--- src/design/assert_macros.svh ---
// Assertion macros used by the tile address core top level.
`ifndef ASSERT_MACROS_SVH
`define ASSERT_MACROS_SVH

// Same-cycle implication, disabled while reset is active.
`define BATA_ASSERT_SAME(lbl, clk, rst_n, ante, cons, msg) \
    lbl: assert property (@(posedge clk) disable iff (!(rst_n)) (ante) |-> cons) \
        else $error(msg);

// Next-cycle implication, disabled while reset is active.
`define BATA_ASSERT_NEXT(lbl, clk, rst_n, ante, cons, msg) \
    lbl: assert property (@(posedge clk) disable iff (!(rst_n)) (ante) |=> cons) \
        else $error(msg);

`endif

--- src/design/bata_pkg.sv ---
// Shared types, constants and the divider step for the tile address core.
package bata_pkg;

    // Field and register widths
    localparam int unsigned COORD_W  = 12;
    localparam int unsigned DIM_W    = 13;
    localparam int unsigned EDGE_W   = 9;
    localparam int unsigned OFS_W    = 16;
    localparam int unsigned CFG_IDX_W = 2;

    // Bounds applied to the configuration
    localparam int unsigned MAX_DIMENSION = 4096;
    localparam int unsigned MAX_TILE_EDGE = 256;

    // Divider pipeline shape: quotient bits per stage times stages covers the coordinate
    localparam int unsigned DIV_STAGES      = 4;
    localparam int unsigned STEPS_PER_STAGE = COORD_W / DIV_STAGES;

    // Register indexes
    typedef enum logic [CFG_IDX_W-1:0] {
        CFG_ARRAY_WIDTH  = 2'd0,
        CFG_ARRAY_HEIGHT = 2'd1,
        CFG_TILE_EDGE    = 2'd2
    } t_cfg_idx;

    // Working state of one restoring divider: partial remainder and shifting numerator
    typedef struct packed {
        logic [EDGE_W-1:0]  rem;
        logic [COORD_W-1:0] num;
    } t_div_state;

    // One restoring division step: bring down the next bit, subtract if it fits
    function automatic t_div_state div_step(input t_div_state s,
                                            input logic [EDGE_W-1:0] e);
        logic [EDGE_W:0] t;
        t_div_state      r;
        t     = {s.rem, s.num[COORD_W-1]};
        r.num = {s.num[COORD_W-2:0], 1'b0};
        if (t >= {1'b0, e}) begin
            r.rem    = EDGE_W'(t - {1'b0, e});
            r.num[0] = 1'b1;
        end else begin
            r.rem = t[EDGE_W-1:0];
        end
        return r;
    endfunction

endpackage

--- src/design/blocked_array_tile_address_core.sv ---
// Top level: tile address generator for a 2-D array stored as square tiles.
//
// Usage:
//   Request channel: drive i_column/i_row with start high. busy is always low,
//   so a request is taken at every rising edge where start is high.
//   Result channel: o_result_valid is high for one cycle with o_tile_column,
//   o_tile_row, o_offset_in_tile and o_range_error. Results cannot be held off.
//   Configuration: i_cfg_wr_en writes i_cfg_wdata to register i_cfg_index
//   (0 array width, 1 array height, 2 tile edge) at the clock edge; change it
//   only while no request is in flight.
// Timing:
//   One request per cycle, sustained. A request's result is registered through
//   four divider stages (three quotient bits each, column and row in parallel),
//   one multiply stage for edge times row remainder and one output stage that
//   adds the column remainder and applies the range check.
// Reset:
//   Synchronous, active low. Clears in-flight valid bits and sets width and
//   height to 0 and tile edge to 1, so every request then reports range error.
module blocked_array_tile_address_core (
    input  logic                            i_clk,
    input  logic                            i_rst_n,
    // Request channel
    input  logic                            start,
    output logic                            busy,
    input  logic [bata_pkg::COORD_W-1:0]    i_column,
    input  logic [bata_pkg::COORD_W-1:0]    i_row,
    // Result channel
    output logic                            o_result_valid,
    output logic [bata_pkg::COORD_W-1:0]    o_tile_column,
    output logic [bata_pkg::COORD_W-1:0]    o_tile_row,
    output logic [bata_pkg::OFS_W-1:0]      o_offset_in_tile,
    output logic                            o_range_error,
    // Configuration port
    input  logic                            i_cfg_wr_en,
    input  logic [bata_pkg::CFG_IDX_W-1:0]  i_cfg_index,
    input  logic [bata_pkg::DIM_W-1:0]      i_cfg_wdata
);

`include "assert_macros.svh"

    localparam int unsigned PIPE_DEPTH = bata_pkg::DIV_STAGES + 2;
    localparam int unsigned MUL_IDX    = bata_pkg::DIV_STAGES;
    localparam int unsigned DIV_IDX    = bata_pkg::DIV_STAGES - 1;

    // Configuration registers
    logic [bata_pkg::DIM_W-1:0]  r_array_width;
    logic [bata_pkg::DIM_W-1:0]  r_array_height;
    logic [bata_pkg::EDGE_W-1:0] r_tile_edge;

    always_ff @(posedge i_clk) begin
        if (!i_rst_n) begin
            r_array_width  <= '0;
            r_array_height <= '0;
            r_tile_edge    <= bata_pkg::EDGE_W'(1);
        end else if (i_cfg_wr_en) begin
            case (bata_pkg::t_cfg_idx'(i_cfg_index))
                bata_pkg::CFG_ARRAY_WIDTH:  r_array_width  <= i_cfg_wdata;
                bata_pkg::CFG_ARRAY_HEIGHT: r_array_height <= i_cfg_wdata;
                bata_pkg::CFG_TILE_EDGE:    r_tile_edge    <= i_cfg_wdata[bata_pkg::EDGE_W-1:0];
                default: ;
            endcase
        end
    end

    // Effective bounds and edge after clamping
    logic [bata_pkg::DIM_W-1:0]  w_width_eff;
    logic [bata_pkg::DIM_W-1:0]  w_height_eff;
    logic [bata_pkg::EDGE_W-1:0] w_edge_eff;

    always_comb begin
        w_width_eff  = (32'(r_array_width) > bata_pkg::MAX_DIMENSION) ?
                       bata_pkg::DIM_W'(bata_pkg::MAX_DIMENSION) : r_array_width;
        w_height_eff = (32'(r_array_height) > bata_pkg::MAX_DIMENSION) ?
                       bata_pkg::DIM_W'(bata_pkg::MAX_DIMENSION) : r_array_height;
        if (r_tile_edge == '0) begin
            w_edge_eff = bata_pkg::EDGE_W'(1);
        end else if (32'(r_tile_edge) > bata_pkg::MAX_TILE_EDGE) begin
            w_edge_eff = bata_pkg::EDGE_W'(bata_pkg::MAX_TILE_EDGE);
        end else begin
            w_edge_eff = r_tile_edge;
        end
    end

    // Requests are never refused
    assign busy = 1'b0;

    logic w_accept;
    logic w_out_of_bounds;
    assign w_accept        = start && !busy;
    assign w_out_of_bounds = ({1'b0, i_column} >= w_width_eff) ||
                             ({1'b0, i_row} >= w_height_eff);

    // Valid and range-error bits travel with the data
    logic [PIPE_DEPTH-1:0] r_vld;
    logic [PIPE_DEPTH-1:0] r_err;

    always_ff @(posedge i_clk) begin
        if (!i_rst_n) begin
            r_vld <= '0;
        end else begin
            r_vld <= {r_vld[PIPE_DEPTH-2:0], w_accept};
        end
    end

    always_ff @(posedge i_clk) begin
        r_err <= {r_err[PIPE_DEPTH-2:0], w_out_of_bounds};
    end

    // Column and row dividers
    logic [bata_pkg::COORD_W-1:0] w_col_quo;
    logic [bata_pkg::COORD_W-1:0] w_row_quo;
    logic [bata_pkg::EDGE_W-1:0]  w_col_rem;
    logic [bata_pkg::EDGE_W-1:0]  w_row_rem;

    bata_div u_col_div (
        .i_clk       (i_clk),
        .i_dividend  (i_column),
        .i_divisor   (w_edge_eff),
        .o_quotient  (w_col_quo),
        .o_remainder (w_col_rem)
    );

    bata_div u_row_div (
        .i_clk       (i_clk),
        .i_dividend  (i_row),
        .i_divisor   (w_edge_eff),
        .o_quotient  (w_row_quo),
        .o_remainder (w_row_rem)
    );

    // Multiply stage: edge times row remainder (max 256 * 255, fits the offset)
    logic [bata_pkg::OFS_W-1:0]   r_prod;
    logic [bata_pkg::EDGE_W-1:0]  r_col_rem;
    logic [bata_pkg::COORD_W-1:0] r_tile_col;
    logic [bata_pkg::COORD_W-1:0] r_tile_row;

    always_ff @(posedge i_clk) begin
        r_prod     <= bata_pkg::OFS_W'(w_edge_eff * w_row_rem);
        r_col_rem  <= w_col_rem;
        r_tile_col <= w_col_quo;
        r_tile_row <= w_row_quo;
    end

    // Output stage: final add, zero fields on a range error
    logic [bata_pkg::COORD_W-1:0] r_out_col;
    logic [bata_pkg::COORD_W-1:0] r_out_row;
    logic [bata_pkg::OFS_W-1:0]   r_out_ofs;

    always_ff @(posedge i_clk) begin
        if (r_err[MUL_IDX]) begin
            r_out_col <= '0;
            r_out_row <= '0;
            r_out_ofs <= '0;
        end else begin
            r_out_col <= r_tile_col;
            r_out_row <= r_tile_row;
            r_out_ofs <= r_prod + bata_pkg::OFS_W'(r_col_rem);
        end
    end

    assign o_result_valid   = r_vld[PIPE_DEPTH-1];
    assign o_range_error    = r_err[PIPE_DEPTH-1];
    assign o_tile_column    = r_out_col;
    assign o_tile_row       = r_out_row;
    assign o_offset_in_tile = r_out_ofs;

    // Every result strobe traces back to a request at the pipeline input
    `BATA_ASSERT_SAME(a_result_has_request, i_clk, i_rst_n, o_result_valid,
        $past(start, PIPE_DEPTH), "result strobe without a matching request")

    // An out-of-bounds request comes out flagged after the pipeline depth
    `BATA_ASSERT_SAME(a_oob_flagged, i_clk, i_rst_n, w_accept && w_out_of_bounds,
        ##PIPE_DEPTH (o_result_valid && o_range_error), "out-of-bounds request not flagged")

    // Divider remainders must be below the tile edge
    `BATA_ASSERT_SAME(a_rem_below_edge, i_clk, i_rst_n, r_vld[DIV_IDX] && !r_err[DIV_IDX],
        (w_col_rem < w_edge_eff && w_row_rem < w_edge_eff), "remainder not below edge")

    // A flagged item leaves the multiply stage and comes out with zero fields
    `BATA_ASSERT_NEXT(a_err_zero_fields, i_clk, i_rst_n, r_vld[MUL_IDX] && r_err[MUL_IDX],
        (o_tile_column == '0 && o_tile_row == '0 && o_offset_in_tile == '0),
        "range error result carries nonzero fields")

endmodule

--- src/design/bata_div.sv ---
// Pipelined restoring divider: coordinate by tile edge, a few quotient bits per stage.
module bata_div (
    input  logic                          i_clk,
    input  logic [bata_pkg::COORD_W-1:0]  i_dividend,
    input  logic [bata_pkg::EDGE_W-1:0]   i_divisor,
    output logic [bata_pkg::COORD_W-1:0]  o_quotient,
    output logic [bata_pkg::EDGE_W-1:0]   o_remainder
);

    bata_pkg::t_div_state r_st [bata_pkg::DIV_STAGES];
    bata_pkg::t_div_state n_st [bata_pkg::DIV_STAGES];

    // Each stage resolves STEPS_PER_STAGE quotient bits, MSB first
    always_comb begin
        n_st[0].rem = '0;
        n_st[0].num = i_dividend;
        for (int s = 1; s < bata_pkg::DIV_STAGES; s++) begin
            n_st[s] = r_st[s-1];
        end
        for (int s = 0; s < bata_pkg::DIV_STAGES; s++) begin
            for (int k = 0; k < bata_pkg::STEPS_PER_STAGE; k++) begin
                n_st[s] = bata_pkg::div_step(n_st[s], i_divisor);
            end
        end
    end

    // Stage registers, advance every cycle
    always_ff @(posedge i_clk) begin
        for (int s = 0; s < bata_pkg::DIV_STAGES; s++) begin
            r_st[s] <= n_st[s];
        end
    end

    assign o_quotient  = r_st[bata_pkg::DIV_STAGES-1].num;
    assign o_remainder = r_st[bata_pkg::DIV_STAGES-1].rem;

endmodule

--- config.mk ---
export PLATFORM = sky130hd
export DESIGN_NAME = blocked_array_tile_address_core
export DESIGN_NICKNAME = d
export VERILOG_FILES = /design/src/design/bata_pkg.sv /design/src/design/blocked_array_tile_address_core.sv /design/src/design/bata_div.sv
export VERILOG_INCLUDE_DIRS = /design/src /design/src/design
export SDC_FILE = /design/constraint.sdc
export NUM_CORES = 1
export LEC_CHECK = 0
export ABC_AREA = 1
export BUFFER_PORTS_ARGS = -buffer_cell sky130_fd_sc_hd__buf_2
export CAP_MARGIN = 0
export CORE_MARGIN = 2
export CORE_UTILIZATION = 32
export CTS_BUF_LIST = sky130_fd_sc_hd__clkbuf_16
export CTS_CLUSTER_SIZE = 24
export DETAILED_ROUTE_END_ITERATION = 10
export GPL_TIMING_DRIVEN = 0
export SYNTH_ARGS = -nofsm -noshare
export SYNTH_HDL_FRONTEND = slang
export SYNTH_SLANG_ARGS = --single-unit
--- constraint.sdc ---
create_clock -name i_clk -period 7.8 [get_ports i_clk]
set_input_delay 1.17 -clock i_clk [delete_from_list [all_inputs] [get_ports i_clk]]
set_output_delay 1.17 -clock i_clk [all_outputs]
set_load 0.02 [all_outputs]
==> metrics.log <==
INFO  metric report.final.slew_viol_count = 0
INFO  metric max_cap_viol_count = 0
INFO  metric areaGrowthSynthToFinish = 13.8%
INFO  metric crit_required = 8.29 ns
INFO  metric status = finished clean
INFO  metric critPathMaxStageDelay = 0.65 ns
INFO  metric synth.yosys.seq_area_share = 28.0%
INFO  metric setup_viol = 0
INFO  metric layout-drive-gt1-share = 8.14%
INFO  metric drcViolationCount = 0
INFO  metric drtAntennaViolNets = 0
INFO  metric hold_end = r_tile_row[8]$_DFF_P_
INFO  metric yosys.area_share.xor_xnor = 5.65%
INFO  metric wirelength = 55800 um
INFO  metric r2r_slack = 0.69 ns
INFO  metric first_global_vias = 17.7k
INFO  metric synth-main-ff-cell = sky130_fd_sc_hd__dfxtp_1
INFO  metric synth.area.mux_share = 0%
INFO  metric timing.hold.worst.class = flip-flop to flip-flop
INFO  metric rr_endpoint = u_row_div.r_st[3][19]$_DFF_P_
INFO  metric length_of_the_first_detailed_routing_pass_in_iterations = 5
INFO  metric rsz0062_at_grt = false
INFO  metric n_fill_cell = 7028
INFO  metric grt_pass1_wl = 90700 um
INFO  metric yosys.area_share.adder = 22.0%
INFO  metric yosysWarningCount = 0
INFO  metric clock-sinks = 304
INFO  metric post_synth.cell_area_avg = 7.35 um2
INFO  metric row_count = 95
INFO  metric cts_tree = done
INFO  metric grt_antenna_before_repair = 4
INFO  metric dominant_combinational_cell_family_by_area_after_synthesis = simple AND/OR/NAND/NOR gates
INFO  metric synth-seq-cells = 304
INFO  metric syn_nets = 3335
INFO  metric layout_setup_ws = 0.688 ns
INFO  metric vias = 18.6k
INFO  metric cts.hold.buffers_added = 0
INFO  metric crit_fanout = 23
INFO  metric clock_skew = 0.0281 ns
INFO  metric final_common_cell = sky130_fd_sc_hd__nand2_1
INFO  metric clock_latency_on_the_worst_skew_pair = 0.57 ns
INFO  metric io_buffers = 84
INFO  metric cts_root_buf = sky130_fd_sc_hd__clkbuf_16
INFO  metric setup_cp_type = flip-flop to flip-flop
INFO  metric synth_async_sr_flop_share = 0%
INFO  metric worst_max_slew_margin_expressed_relative_to_the_limit = 24.7%
INFO  metric synthesis.instances = 2954
INFO  metric synth_cell_types = 50
INFO  metric top_level_ports = 86
INFO  metric die_x = 264 um
INFO  metric floorplan.initialDensity = 32.3%
INFO  metric place_ws = 0.393 ns
INFO  metric die_area = 0.0699 mm2
INFO  metric whs = 0.318 ns
INFO  metric dp.final_hpwl = 42800 um
INFO  metric timing.fmax = 141 MHz
INFO  metric routed_wire_length_per_instance = 14.0 um
INFO  metric synthSimpleGateAreaFrac = 26.0%
INFO  metric cts_max_path_buffers = 3
INFO  metric hold_path_depth = 0
INFO  metric worst_ep_arrival_time = 7.60 ns
INFO  metric detailedRoute.firstIterationViolations = 1058
INFO  metric synth.cell_area = 0.0217 mm2
INFO  metric critical_path.most_common_cell = sky130_fd_sc_hd__nand2_1
INFO  metric final_cell_mix = sky130_fd_sc_hd__nand2_1 (817), sky130_fd_sc_hd__inv_1 (366), sky130_fd_sc_hd__dfxtp_1 (304)
INFO  metric cts.clk_slew.worst_paths = 0.07 ns
INFO  metric final_net_count = 3471
INFO  metric detail_route.vias_per_cell = 4.67
INFO  metric crit_path_start_kind = flip-flop
INFO  metric cts.htree.levels = 2
INFO  metric maximum_number_of_pins_on_one_net_before_global_route_repair = 46
INFO  metric fp.dieH = 264 um
INFO  metric worstReg2RegStart = r_tile_edge[8]$_SDFFE_PN0P_
INFO  metric setup.worst_path.end_class = flip-flop
INFO  metric cpMaxStageDelayCell = sky130_fd_sc_hd__inv_2
INFO  metric worstHoldStart = u_row_div.r_st[3][8]$_DFF_P_
INFO  metric r2r.worst_path.cells = 35
INFO  metric worstMarginPinSlew = 1.13 ns
INFO  metric routabilityCongestion = 0.861
INFO  metric grt_overflow_total = 0
INFO  metric cts_inserted_buffers = 39
INFO  metric post_synth_edffs = 0
INFO  metric compound_cell_area_share_of_the_yosys_netlist = 10.9%
INFO  metric finalCritPeriodShare = 91.2%
INFO  metric overall_global_routing_usage = 16.0%
INFO  metric post-route-min-period = 7.11 ns
INFO  metric final_hold_viol_count = 0
INFO  metric design.core.area = 0.0672 mm2
[how the worst max path moves through the flow]
stage / start / to / cells after the start
after floorplan: r_tile_edge[8]$_SDFFE_PN0P_ / u_col_div.r_st[2][13]$_DFF_P_ / 33
after global placement: r_tile_edge[8]$_SDFFE_PN0P_ / u_col_div.r_st[1][18]$_DFF_P_ / 32
after detailed placement: r_tile_edge[0]$_SDFFE_PN1P_ / u_row_div.r_st[3][13]$_DFF_P_ / 38
after CTS: r_tile_edge[0]$_SDFFE_PN1P_ / u_row_div.r_st[3][15]$_DFF_P_ / 38
after global routing: r_tile_edge[8]$_SDFFE_PN0P_ / u_col_div.r_st[1][13]$_DFF_P_ / 32
final: r_tile_edge[8]$_SDFFE_PN0P_ / u_row_div.r_st[3][19]$_DFF_P_ / 35
[worst max-delay path, delay by kind of cell, from the launching register on]
family	cells	cell delay, ns
fa+ha+maj	3	1.35
flops	1	0.41
simple gates	22	2.61
compound gates	5	1.12
buf+inv	5	1.53
[layout make-up]
class                           instances  area (um2)  area share [%]
Buffer                                 36         199           0.805
Clock buffer                           39         976            3.95
Sequential cell                       304        6090            24.6
Multi-Input combinational cell       2238       14000            56.8
Timing Repair Buffer                   95         561            2.27
Tap cell                              873        1090            4.42
Clock inverter                         31         332            1.34
Inverter                              376        1420            5.75
Antenna cell                            3        7.51          0.0304
[routing by layer]
layer / up-vias / wire length (um) / global-route usage [%]
li1: 9888 / - / -
met5: - / 12 / 0
met2: 340 / 24600 / 26.1
met3: 66 / 3160 / 2.53
met4: 2 / 1410 / 5.30
met1: 8353 / 26600 / 21.7
[metrics by stage]
step | std cells | utilization [%] | cell area (um2) | TNS [ns]
after CTS | 3985 | 36.7 | 24600 | 0
after floorplan | 2954 | - | 21700 | 0
after detailed placement | 3915 | 34.8 | 23300 | 0
after global routing | 3992 | 36.8 | 24700 | 0
after global placement | 3911 | 34.6 | 23200 | -195.79
final | 3995 | 36.8 | 24700 | 0
[repair_timing]
action                                  4_1_cts  5_1_grt
hold endpoints to repair                      0        0
endpoints found under the setup margin        0       59
resized for setup                             0        4
setup buffers                                 0        7
[logic make-up after synthesis]
| group | count (synthesis) |
|---|---|
| simple gates | 1338 |
| compound gates | 421 |
| buf+inv | 412 |
| fa+ha+maj | 338 |
| flops | 304 |
| xor+xnor | 140 |
| other cells | 1 |
[state kept, by name, summed over array words and instances (netlist names)]
register / count
r_tile_col: 12
r_tile_row: 12
r_col_rem: 9
r_tile_edge: 9
o_offset_in_tile: 16
r_err: 6
o_tile_row: 12
r_prod: 16
o_tile_column: 12
u_col_div.r_st: 84
r_vld: 6
u_row_div.r_st: 84
r_array_width: 13
r_array_height: 13
[Yosys cell counts (14+ instances only)]
| master | n | area [um2] |
|---|---|---|
| sky130_fd_sc_hd__nand2_1 | 820 | 3080 |
| sky130_fd_sc_hd__a21o_1 | 23 | 173 |
| sky130_fd_sc_hd__xnor2_1 | 68 | 596 |
| sky130_fd_sc_hd__nand3_1 | 136 | 681 |
| sky130_fd_sc_hd__clkbuf_1 | 17 | 63.8 |
| sky130_fd_sc_hd__ha_1 | 266 | 3330 |
| sky130_fd_sc_hd__inv_1 | 368 | 1380 |
| sky130_fd_sc_hd__nor2_1 | 244 | 916 |
| sky130_fd_sc_hd__xor2_1 | 72 | 631 |
| sky130_fd_sc_hd__a31oi_1 | 18 | 113 |
| sky130_fd_sc_hd__dfxtp_1 | 304 | 6090 |
| sky130_fd_sc_hd__a21oi_1 | 172 | 861 |
| sky130_fd_sc_hd__o21ai_2 | 18 | 158 |
| sky130_fd_sc_hd__nand4_1 | 44 | 275 |
| sky130_fd_sc_hd__fa_1 | 72 | 1440 |
| sky130_fd_sc_hd__nor3_1 | 16 | 80.1 |
| sky130_fd_sc_hd__nand3b_1 | 25 | 188 |
| sky130_fd_sc_hd__o21ai_1 | 14 | 70.1 |
| sky130_fd_sc_hd__o21ai_0 | 135 | 676 |
Power is not shown: default switching activity piles up to over one toggle a cycle in this logic, so the estimate is an artifact.
